### config.mk
export PLATFORM = sky130hd
export DESIGN_NAME = user_id_slot_table
export DESIGN_NICKNAME = d
export VERILOG_FILES = /design/src/sv/uist_pkg.sv /design/src/sv/uist_regs.sv /design/src/sv/uist_ctrl.sv /design/src/sv/uist_datapath.sv /design/src/sv/user_id_slot_table.sv
export SDC_FILE = /design/constraint.sdc
export NUM_CORES = 2
export LEC_CHECK = 0
export ABC_AREA = 0
export ABC_CLOCK_PERIOD_IN_PS = 10100
export BUFFER_PORTS_ARGS = -buffer_cell sky130_fd_sc_hd__clkbuf_2
export CAP_MARGIN = 20
export CORE_MARGIN = 2
export CORE_UTILIZATION = 45
export DETAILED_ROUTE_END_ITERATION = 10
export PLACE_DENSITY = 0.68
export RECOVER_POWER = 25
export SLEW_MARGIN = 5
export SYNTH_ARGS = -nofsm -noshare
export SYNTH_HDL_FRONTEND = slang
export SYNTH_HIERARCHICAL = 1
export SYNTH_SLANG_ARGS = --single-unit
export TNS_END_PERCENT = 50
### constraint.sdc
create_clock -name clk -period 10.1 [get_ports clk]
set_input_delay 2.02 -clock clk [delete_from_list [all_inputs] [get_ports clk]]
set_output_delay 2.02 -clock clk [all_outputs]
set_load 0.03 [all_outputs]
### src/sv/uist_pkg.sv
`timescale 1ns / 1ps
`default_nettype none

package uist_pkg;

    localparam int SLOTS_DEF = 16;

    localparam int CMD_W  = 3;
    localparam int ID_W   = 64;
    localparam int SLOT_W = 4;
    localparam int MASK_W = 16;
    localparam int STAT_W = 2;

    localparam int IN_BITS  = CMD_W + ID_W + SLOT_W + MASK_W;
    localparam int IN_W     = ((IN_BITS + 7) / 8) * 8;
    localparam int OUT_BITS = SLOT_W + ID_W + STAT_W;
    localparam int OUT_W    = ((OUT_BITS + 7) / 8) * 8;

    localparam int APB_ADDR_W = 4;
    localparam int APB_DATA_W = 64;
    localparam logic [APB_ADDR_W-1:0] ADDR_LOCAL_USER_ID = 4'h0;

    typedef enum logic [CMD_W-1:0] {
        CMD_LOOKUP  = 3'd0,
        CMD_RESERVE = 3'd1,
        CMD_CLEAR   = 3'd2,
        CMD_SET     = 3'd3,
        CMD_SAVE    = 3'd4,
        CMD_GET     = 3'd5
    } cmd_t;

    typedef enum logic [STAT_W-1:0] {
        STAT_OK      = 2'd0,
        STAT_NONE    = 2'd1,
        STAT_BADSLOT = 2'd2
    } status_t;

    typedef enum logic [1:0] {
        ST_IDLE,
        ST_SCAN,
        ST_DRAIN,
        ST_COMMIT
    } state_t;

    typedef struct packed {
        logic load;
        logic scan;
        logic commit;
    } ctl_t;

    typedef struct packed {
        logic scan_last;
        logic out_free;
    } sts_t;

endpackage

`default_nettype wire

### src/sv/uist_regs.sv
`timescale 1ns / 1ps
`default_nettype none

module uist_regs (
    input  wire logic                             clk,
    input  wire logic                             rst_n,
    input  wire logic                             psel,
    input  wire logic                             penable,
    input  wire logic                             pwrite,
    input  wire logic [uist_pkg::APB_ADDR_W-1:0]  paddr,
    input  wire logic [uist_pkg::APB_DATA_W-1:0]  pwdata,
    output logic      [uist_pkg::APB_DATA_W-1:0]  prdata,
    output logic                                  pready,
    output logic      [uist_pkg::ID_W-1:0]        local_user_id
);
    import uist_pkg::*;

    logic [ID_W-1:0] local_id_reg;
    logic            wr_local;

    assign pready   = 1'b1;
    assign wr_local = psel && penable && pwrite && pready && (paddr == ADDR_LOCAL_USER_ID);

    always_ff @(posedge clk or negedge rst_n)
    begin
        if (!rst_n)
        begin
            local_id_reg <= '0;
        end
        else if (wr_local)
        begin
            local_id_reg <= pwdata;
        end
    end

    assign prdata        = (paddr == ADDR_LOCAL_USER_ID) ? local_id_reg : '0;
    assign local_user_id = local_id_reg;

endmodule

`default_nettype wire

### src/sv/uist_ctrl.sv
`timescale 1ns / 1ps
`default_nettype none

module uist_ctrl (
    input  wire logic           clk,
    input  wire logic           rst_n,
    input  wire logic           s_tvalid,
    output logic                s_tready,
    input  wire uist_pkg::sts_t sts,
    output uist_pkg::ctl_t      ctl
);
    import uist_pkg::*;

    state_t state_reg;
    state_t state_next;

    always_ff @(posedge clk or negedge rst_n)
    begin
        if (!rst_n)
        begin
            state_reg <= ST_IDLE;
        end
        else
        begin
            state_reg <= state_next;
        end
    end

    always_comb
    begin
        state_next = state_reg;
        case (state_reg)
            ST_IDLE:
            begin
                if (s_tvalid)
                begin
                    state_next = ST_SCAN;
                end
            end
            ST_SCAN:
            begin
                if (sts.scan_last)
                begin
                    state_next = ST_DRAIN;
                end
            end
            ST_DRAIN:
            begin
                state_next = ST_COMMIT;
            end
            ST_COMMIT:
            begin
                if (sts.out_free)
                begin
                    state_next = ST_IDLE;
                end
            end
            default:
            begin
                state_next = ST_IDLE;
            end
        endcase
    end

    always_comb
    begin
        s_tready   = 1'b0;
        ctl.load   = 1'b0;
        ctl.scan   = 1'b0;
        ctl.commit = 1'b0;
        case (state_reg)
            ST_IDLE:
            begin
                s_tready = 1'b1;
                ctl.load = s_tvalid;
            end
            ST_SCAN:
            begin
                ctl.scan = 1'b1;
            end
            ST_DRAIN:
            begin
            end
            ST_COMMIT:
            begin
                ctl.commit = sts.out_free;
            end
            default:
            begin
            end
        endcase
    end

    // A new transaction is only taken between commands, never during a scan.
    a_load_only_idle: assert property (@(posedge clk) disable iff (!rst_n)
        ctl.load |=> (state_reg == ST_SCAN))
        else $error("load did not start a scan");

    a_scan_to_drain: assert property (@(posedge clk) disable iff (!rst_n)
        (ctl.scan && sts.scan_last) |=> (state_reg == ST_DRAIN))
        else $error("scan end not followed by drain");

    a_commit_needs_room: assert property (@(posedge clk) disable iff (!rst_n)
        (state_reg == ST_COMMIT && !sts.out_free) |=> (state_reg == ST_COMMIT))
        else $error("commit left while output busy");

endmodule

`default_nettype wire

### src/sv/uist_datapath.sv
`timescale 1ns / 1ps
`default_nettype none

module uist_datapath #(
    parameter int SLOTS = uist_pkg::SLOTS_DEF
) (
    input  wire logic                        clk,
    input  wire logic                        rst_n,
    input  wire uist_pkg::ctl_t              ctl,
    output uist_pkg::sts_t                   sts,
    input  wire logic [uist_pkg::IN_W-1:0]   s_tdata,
    input  wire logic [uist_pkg::ID_W-1:0]   local_user_id,
    output logic      [uist_pkg::OUT_W-1:0]  m_tdata,
    output logic                             m_tvalid,
    input  wire logic                        m_tready
);
    import uist_pkg::*;

    localparam int IW = $clog2(SLOTS);

    // Command fields held for the whole transaction.
    cmd_t              cmd_reg;
    logic [ID_W-1:0]   id_reg;
    logic [SLOT_W-1:0] slot_reg;
    logic [MASK_W-1:0] mask_reg;

    // Slot memory with one write and one registered read port.
    logic [ID_W-1:0]   slot_mem [SLOTS];
    logic [SLOTS-1:0]  ent_valid_reg;
    logic [ID_W-1:0]   rd_data_reg;
    logic              rd_vld_reg;

    logic [IW-1:0]     rd_idx_reg;
    logic [IW-1:0]     cmp_idx_reg;
    logic              cmp_vld_reg;

    logic              hit_reg;
    logic [IW-1:0]     hit_idx_reg;
    logic              empty_reg;
    logic [IW-1:0]     empty_idx_reg;
    logic              free_reg;
    logic [IW-1:0]     free_idx_reg;
    logic [ID_W-1:0]   sel_ent_reg;
    logic [ID_W-1:0]   ent0_reg;

    logic              out_valid_reg;
    logic [OUT_W-1:0]  out_data_reg;

    logic [ID_W-1:0]   cmp_entry;
    logic [IW+3:0]     cmp_idx_ext;
    logic              cmp_conn;
    logic              cmp_nonzero_idx;
    logic              cmp_is_sel;
    logic              slot_ok;
    logic [IW-1:0]     slot_addr;

    logic              wr_en;
    logic [IW-1:0]     wr_addr;
    logic [ID_W-1:0]   wr_data;
    logic [SLOT_W-1:0] res_slot;
    logic [ID_W-1:0]   res_id;
    status_t           res_stat;

    assign cmp_entry       = rd_vld_reg ? rd_data_reg : '0;
    assign cmp_idx_ext     = {4'd0, cmp_idx_reg};
    assign cmp_conn        = (cmp_idx_ext[IW+3:4] != '0) ? 1'b1 : mask_reg[cmp_idx_ext[3:0]];
    assign cmp_nonzero_idx = (cmp_idx_reg != '0);
    assign cmp_is_sel      = (32'(cmp_idx_reg) == 32'(slot_reg));
    assign slot_ok         = (32'(slot_reg) < SLOTS);
    assign slot_addr       = IW'(slot_reg);

    assign sts.scan_last = (rd_idx_reg == IW'(SLOTS - 1));
    assign sts.out_free  = !out_valid_reg || m_tready;

    always_ff @(posedge clk)
    begin
        if (ctl.load)
        begin
            cmd_reg  <= cmd_t'(s_tdata[2:0]);
            id_reg   <= s_tdata[66:3];
            slot_reg <= s_tdata[70:67];
            mask_reg <= s_tdata[86:71];
        end
    end

    always_ff @(posedge clk)
    begin
        if (wr_en)
        begin
            slot_mem[wr_addr] <= wr_data;
        end
        if (ctl.scan)
        begin
            rd_data_reg <= slot_mem[rd_idx_reg];
            rd_vld_reg  <= ent_valid_reg[rd_idx_reg];
        end
    end

    always_ff @(posedge clk or negedge rst_n)
    begin
        if (!rst_n)
        begin
            ent_valid_reg <= '0;
        end
        else if (wr_en)
        begin
            ent_valid_reg[wr_addr] <= 1'b1;
        end
    end

    always_ff @(posedge clk or negedge rst_n)
    begin
        if (!rst_n)
        begin
            rd_idx_reg  <= '0;
            cmp_idx_reg <= '0;
            cmp_vld_reg <= 1'b0;
            hit_reg     <= 1'b0;
            empty_reg   <= 1'b0;
            free_reg    <= 1'b0;
        end
        else if (ctl.load)
        begin
            rd_idx_reg  <= '0;
            cmp_vld_reg <= 1'b0;
            hit_reg     <= 1'b0;
            empty_reg   <= 1'b0;
            free_reg    <= 1'b0;
        end
        else
        begin
            cmp_vld_reg <= ctl.scan;
            if (ctl.scan)
            begin
                cmp_idx_reg <= rd_idx_reg;
                if (!sts.scan_last)
                begin
                    rd_idx_reg <= rd_idx_reg + IW'(1);
                end
            end
            if (cmp_vld_reg && cmp_nonzero_idx)
            begin
                if (!hit_reg && cmp_entry == id_reg)
                begin
                    hit_reg <= 1'b1;
                end
                if (!empty_reg && cmp_entry == '0 && !cmp_conn)
                begin
                    empty_reg <= 1'b1;
                end
                if (!free_reg && !cmp_conn)
                begin
                    free_reg <= 1'b1;
                end
            end
        end
    end

    always_ff @(posedge clk)
    begin
        if (cmp_vld_reg)
        begin
            if (!cmp_nonzero_idx)
            begin
                ent0_reg <= cmp_entry;
            end
            if (cmp_is_sel)
            begin
                sel_ent_reg <= cmp_entry;
            end
            if (cmp_nonzero_idx && !hit_reg && cmp_entry == id_reg)
            begin
                hit_idx_reg <= cmp_idx_reg;
            end
            if (cmp_nonzero_idx && !empty_reg && cmp_entry == '0 && !cmp_conn)
            begin
                empty_idx_reg <= cmp_idx_reg;
            end
            if (cmp_nonzero_idx && !free_reg && !cmp_conn)
            begin
                free_idx_reg <= cmp_idx_reg;
            end
        end
    end

    always_comb
    begin
        wr_en    = 1'b0;
        wr_addr  = cmp_idx_reg;
        wr_data  = '0;
        res_slot = '0;
        res_id   = '0;
        res_stat = STAT_OK;
        if (cmp_vld_reg && cmd_reg == CMD_CLEAR && id_reg != '0 && cmp_entry == id_reg)
        begin
            wr_en = 1'b1;
        end
        if (ctl.commit)
        begin
            case (cmd_reg)
                CMD_LOOKUP:
                begin
                    if (id_reg != '0 && hit_reg)
                    begin
                        res_slot = SLOT_W'(hit_idx_reg);
                    end
                    else
                    begin
                        res_stat = STAT_NONE;
                    end
                end
                CMD_RESERVE:
                begin
                    if (id_reg == '0)
                    begin
                        res_stat = STAT_NONE;
                    end
                    else if (hit_reg)
                    begin
                        res_slot = SLOT_W'(hit_idx_reg);
                    end
                    else if (empty_reg)
                    begin
                        wr_en    = 1'b1;
                        wr_addr  = empty_idx_reg;
                        wr_data  = id_reg;
                        res_slot = SLOT_W'(empty_idx_reg);
                    end
                    else if (free_reg)
                    begin
                        wr_en    = 1'b1;
                        wr_addr  = free_idx_reg;
                        wr_data  = id_reg;
                        res_slot = SLOT_W'(free_idx_reg);
                    end
                    else
                    begin
                        res_stat = STAT_NONE;
                    end
                end
                CMD_CLEAR:
                begin
                end
                CMD_SET:
                begin
                    if (slot_ok)
                    begin
                        wr_en   = 1'b1;
                        wr_addr = slot_addr;
                        wr_data = id_reg;
                    end
                    else
                    begin
                        res_stat = STAT_BADSLOT;
                    end
                end
                CMD_SAVE:
                begin
                    if (slot_reg == '0 || !slot_ok)
                    begin
                        res_stat = STAT_BADSLOT;
                    end
                    else if (id_reg != '0)
                    begin
                        wr_en   = 1'b1;
                        wr_addr = slot_addr;
                        wr_data = id_reg;
                    end
                    else if (sel_ent_reg == '0)
                    begin
                        wr_en   = 1'b1;
                        wr_addr = slot_addr;
                        wr_data = ent0_reg;
                    end
                end
                CMD_GET:
                begin
                    if (slot_reg == '0)
                    begin
                        res_id = local_user_id;
                    end
                    else if (slot_ok)
                    begin
                        res_id = sel_ent_reg;
                    end
                    else
                    begin
                        res_stat = STAT_BADSLOT;
                    end
                end
                default:
                begin
                end
            endcase
        end
    end

    always_ff @(posedge clk or negedge rst_n)
    begin
        if (!rst_n)
        begin
            out_valid_reg <= 1'b0;
        end
        else if (ctl.commit)
        begin
            out_valid_reg <= 1'b1;
        end
        else if (m_tready)
        begin
            out_valid_reg <= 1'b0;
        end
    end

    always_ff @(posedge clk)
    begin
        if (ctl.commit)
        begin
            out_data_reg <= OUT_W'({res_stat, res_id, res_slot});
        end
    end

    assign m_tvalid = out_valid_reg;
    assign m_tdata  = out_data_reg;

    a_no_write_clash: assert property (@(posedge clk) disable iff (!rst_n)
        !(cmp_vld_reg && ctl.commit))
        else $error("scan compare overlaps commit");

    a_idx_in_range: assert property (@(posedge clk) disable iff (!rst_n)
        32'(rd_idx_reg) < SLOTS)
        else $error("read index beyond table");

    a_commit_shows: assert property (@(posedge clk) disable iff (!rst_n)
        ctl.commit |=> out_valid_reg)
        else $error("committed result not presented");

endmodule

`default_nettype wire

### src/sv/user_id_slot_table.sv
`timescale 1ns / 1ps
`default_nettype none

// Maps 64-bit user ids to player slots, with slot zero kept for the local user.
// Each command transaction reads every slot once through the single read port of
// the slot memory. The result is registered. An accepted command steps through
// the scan, drain and commit states, and the next command is accepted only once
// the previous one has been committed. A result is held on the master side
// until taken while the next command is already scanning; that command then waits
// before presenting its own result until the held one has been taken.
module user_id_slot_table #(
    parameter int SLOTS = uist_pkg::SLOTS_DEF
) (
    input  wire logic                             clk,
    input  wire logic                             rst_n,
    // cmd[2:0], user_id[66:3], slot[70:67], connected_mask[86:71], zero pad
    input  wire logic [uist_pkg::IN_W-1:0]        s_tdata,
    input  wire logic                             s_tvalid,
    output logic                                  s_tready,
    // result_slot[3:0], result_id[67:4], status[69:68], zero pad
    output logic      [uist_pkg::OUT_W-1:0]       m_tdata,
    output logic                                  m_tvalid,
    input  wire logic                             m_tready,
    input  wire logic                             psel,
    input  wire logic                             penable,
    input  wire logic                             pwrite,
    input  wire logic [uist_pkg::APB_ADDR_W-1:0]  paddr,
    input  wire logic [uist_pkg::APB_DATA_W-1:0]  pwdata,
    output logic      [uist_pkg::APB_DATA_W-1:0]  prdata,
    output logic                                  pready
);
    import uist_pkg::*;

    ctl_t            ctl;
    sts_t            sts;
    logic [ID_W-1:0] local_user_id;

    uist_regs u_regs (
        .clk           (clk),
        .rst_n         (rst_n),
        .psel          (psel),
        .penable       (penable),
        .pwrite        (pwrite),
        .paddr         (paddr),
        .pwdata        (pwdata),
        .prdata        (prdata),
        .pready        (pready),
        .local_user_id (local_user_id)
    );

    uist_ctrl u_ctrl (
        .clk      (clk),
        .rst_n    (rst_n),
        .s_tvalid (s_tvalid),
        .s_tready (s_tready),
        .sts      (sts),
        .ctl      (ctl)
    );

    uist_datapath #(
        .SLOTS (SLOTS)
    ) u_datapath (
        .clk           (clk),
        .rst_n         (rst_n),
        .ctl           (ctl),
        .sts           (sts),
        .s_tdata       (s_tdata),
        .local_user_id (local_user_id),
        .m_tdata       (m_tdata),
        .m_tvalid      (m_tvalid),
        .m_tready      (m_tready)
    );

endmodule

`default_nettype wire
==> results.md <==
• 13 — Max Cap Viol
• 1481 — clk sink count
• 31800 — vias after detailed routing
• 0.0587 mm² — area of the mapped netlist
• 5 — count of TritonRoute iterations in the first routing pass
• 472 ps — minimum hold slack
• 4926 — Placed Cells
• built — CTS tree
• 0.0623 mm² — DP Area
• sky130_fd_sc_hd__clkbuf_16 — Root Buffer Master
• 14.8% — layout overhead on the synthesized area
• 0 — count of hold buffers inserted by post-cts repair
• 0 — setup violation total in the final timing report
• 1386 — number of enable-type register cells in the synthesized netlist
• sky130_fd_sc_hd__clkbuf_1 — slowest stage cell on the critical path
• 3507 — number of nets in the layout
• 0.129 mm² — CORE AREA
• 4 — depth of the CTS H-tree
• 30.4 µm — wire length per cell after detailed routing
• 4698 — violation count after the first detailed-routing iteration
• 0 — aggregate global routing overflow
• 143 MHz — maximum clock frequency
• 6 — YS warnings
• flop to flop — HP Class
• 31300 — vias in the first global route
• max-capacitance violations, max-slew violations — violated checks
• 6990 ps — crit path time final
• 151 — CTS Buf Count
• flop — kind of end point of the critical path
• sky130_fd_sc_hd__edfxtp_1 (1386), sky130_fd_sc_hd__mux4_2 (330), sky130_fd_sc_hd__clkbuf_2 (272) — commonest non-fill, non-tap cells in the layout
• 10760 ps — data required time at the worst endpoint
• 7 — initial antenna violation count
• 2981 — Syn Inst Count
• 1481 — register bit total from synthesis
• 3 — Bufs on Longest Clock Path
• 2 — depth of the worst hold-timing path
• 225000 µm — global-route wire length before repair
• 365 µm — Die Width
• 0 — remaining antenna violation count
• 7640 ps — arrival time at the worst endpoint
• 65 — number of unique standard cell types used by synthesis
• 96900 µm — half-perimeter wire length after placement
• 5212 — Final Instance Count excl. Fillers
• 22.0 nW — Leak
• 32.5 ps — setup clock skew after layout
• 297 — port bufs
• 261 mW/mm² — PD cells
• 45.3% — initial cell density of the core
• 0 ps — setup TNS
• 52.0% — fraction of the core area covered by cells at the end of the flow
• 0 — # Post-CTS Setup Buffers
• 0.0673 mm² — cell area after layout
• 19.7 µm² — average instance area after synthesis
• 1024 — number of flip-flops in the largest register
• 60 ps — clock-pin slew of the registers on the worst-case setup and hold paths
• 23.8% — Total Routing Usage GR
• 0 — DRC violations left
• input port — startpoint kind of the worst setup timing path
• 132 — number of standard-cell rows in the floorplan
• 0.914 — global placement routability congestion
• 3120 ps — maximum cell stage delay along the critical path
• 365 µm — DIE HEIGHT
• 151 µV — IR Drop Worst-Case VDD
• 6.11 — mean number of vias per cell
• 27.9% — share of post-route cells with drive strength above 1
• 0 — final hold violations
• 10 — Worst Reg2Reg Path Length in Cells
• 17.6 mW — sum of internal, switching and leakage power
• 117 — largest net degree at the start of global routing
• -218% — Worst slew margin
• sky130_fd_sc_hd__edfxtp_1 — most frequent standard cell in the layout excluding fill and tap cells
• 6.41% — share of async-settable or async-resettable flops after synthesis
• false — setup repair after global routing missed its margin
• u_datapath/slot_mem — largest reg by FF count
• 75.0% — sequential element share of the synthesized area
• 63 — largest fanout on the critical path
• 4770 ps — Worst Tran Pin Value
• 158000 µm — Final Routed Wirelength
• clkbuf_2, and2_0, clkbuf_1, nand2b_1, mux2_2 — sequence of cells on the critical path
• finished, violations left — result of the run
• 3500 ps — Setup WS pre-CTS
• sky130_fd_sc_hd__edfxtp_1 — dominant synthesized flop cell
• 727 — number of max-slew violations in the final report
• 0.133 mm² — Total Die Area
• input port to flop — Crit Path Category
• 0 — number of gates given a new drive strength after cts
• 302 — number of placed I/O pins
• 790 ps — clock latency of the later-clocked register in the worst-skew pair
• 69.2% — share of the clock period used by the worst path after layout
• 3110 ps — setup slack of the critical path after layout
[final timing paths]
| path | start | to | slack [ps] |
|---|---|---|---|
| setup / recovery | s_tvalid | u_datapath/cmp_idx_reg[3]$_DFFE_PN0P_ | 3110 |
| hold / removal | u_datapath/ent_valid_reg[5]$_DFFE_PN0P_ | u_datapath/ent_valid_reg[5]$_DFFE_PN0P_ | 470 |
| setup reg to reg | u_datapath/slot_addr[2]$_DFFE_PP_ | u_datapath/slot_mem[6][37]$_DFFE_PP_ | 3220 |
| hold reg to reg | u_datapath/ent_valid_reg[5]$_DFFE_PN0P_ | u_datapath/ent_valid_reg[5]$_DFFE_PN0P_ | 470 |
| max in group asynchronous | rst_n | u_regs/local_user_id[25]$_DFFE_PN0P_ | 3880 |
| min in group asynchronous | rst_n | u_regs/local_user_id[11]$_DFFE_PN0P_ | 1870 |
[layout make-up]
cell class / count / area (µm²)
timing repair buffer: 361 / 1910
inverter: 21 / 78.8
fill: 10300 / 62200
tap: 1742 / 2180
multi-input combinational: 1323 / 14000
sequential: 1481 / 44000
clock buffer: 184 / 4020
clock inverter: 96 / 1170
antenna: 4 / 10.0
[synth_stat cells, drive strengths merged (14+ instances only)]
library cell  number  share of area (%)
edfxtp          1386                 71
mux4             330                 13
nand2            147               0.94
and2             133                1.4
clkbuf           119               0.76
nor2              97               0.62
dfrtp             95                4.1
a21oi             70               0.60
a22oi             70               0.90
mux2              69                1.7
nor4              60               0.68
o22ai             55               0.59
nor3              47               0.42
buf               38               0.46
nand3             37               0.32
xor2              35               0.52
nand4b            30               0.45
o21a              30               0.38
inv               21               0.13
o21ai             16               0.14
nand4             14               0.15
[where the power goes]
part | internal, mW | switching, mW | leakage [nW]
clock | 3.42 | 2.39 | 2.52
sequential | 7.43 | 0.568 | 13.9
combinational | 1.61 | 2.15 | 5.54
[worst max-delay path: cells and delay by family]
family,cells,cell delay [ps]
and+or+nand+nor,2,2000
muxes,1,380
buffers and inverters,2,3200
[kinds of logic (layout without fill, tap and decap cells)]
logic type      Yosys count  in the layout  share of synthesized area [%]
simple gates            597            597                           5.40
flops                  1481           1481                           75.0
compound gates          277            277                           3.11
other cells               2              7                         0.0128
xor+xnor                 38             38                          0.567
mux                     403            403                           14.4
buf+inv                 178            662                           1.36
fa+ha+maj                 5              5                          0.107
[metal layers]
layer / global-route usage [%] / wire length [µm]
met4: 7.91 / 4880
met5: 0 / 23
met1: 32.8 / 60900
met2: 37.4 / 74300
met3: 5.86 / 18300
Note: power is estimated with default switching activity, not from simulation.
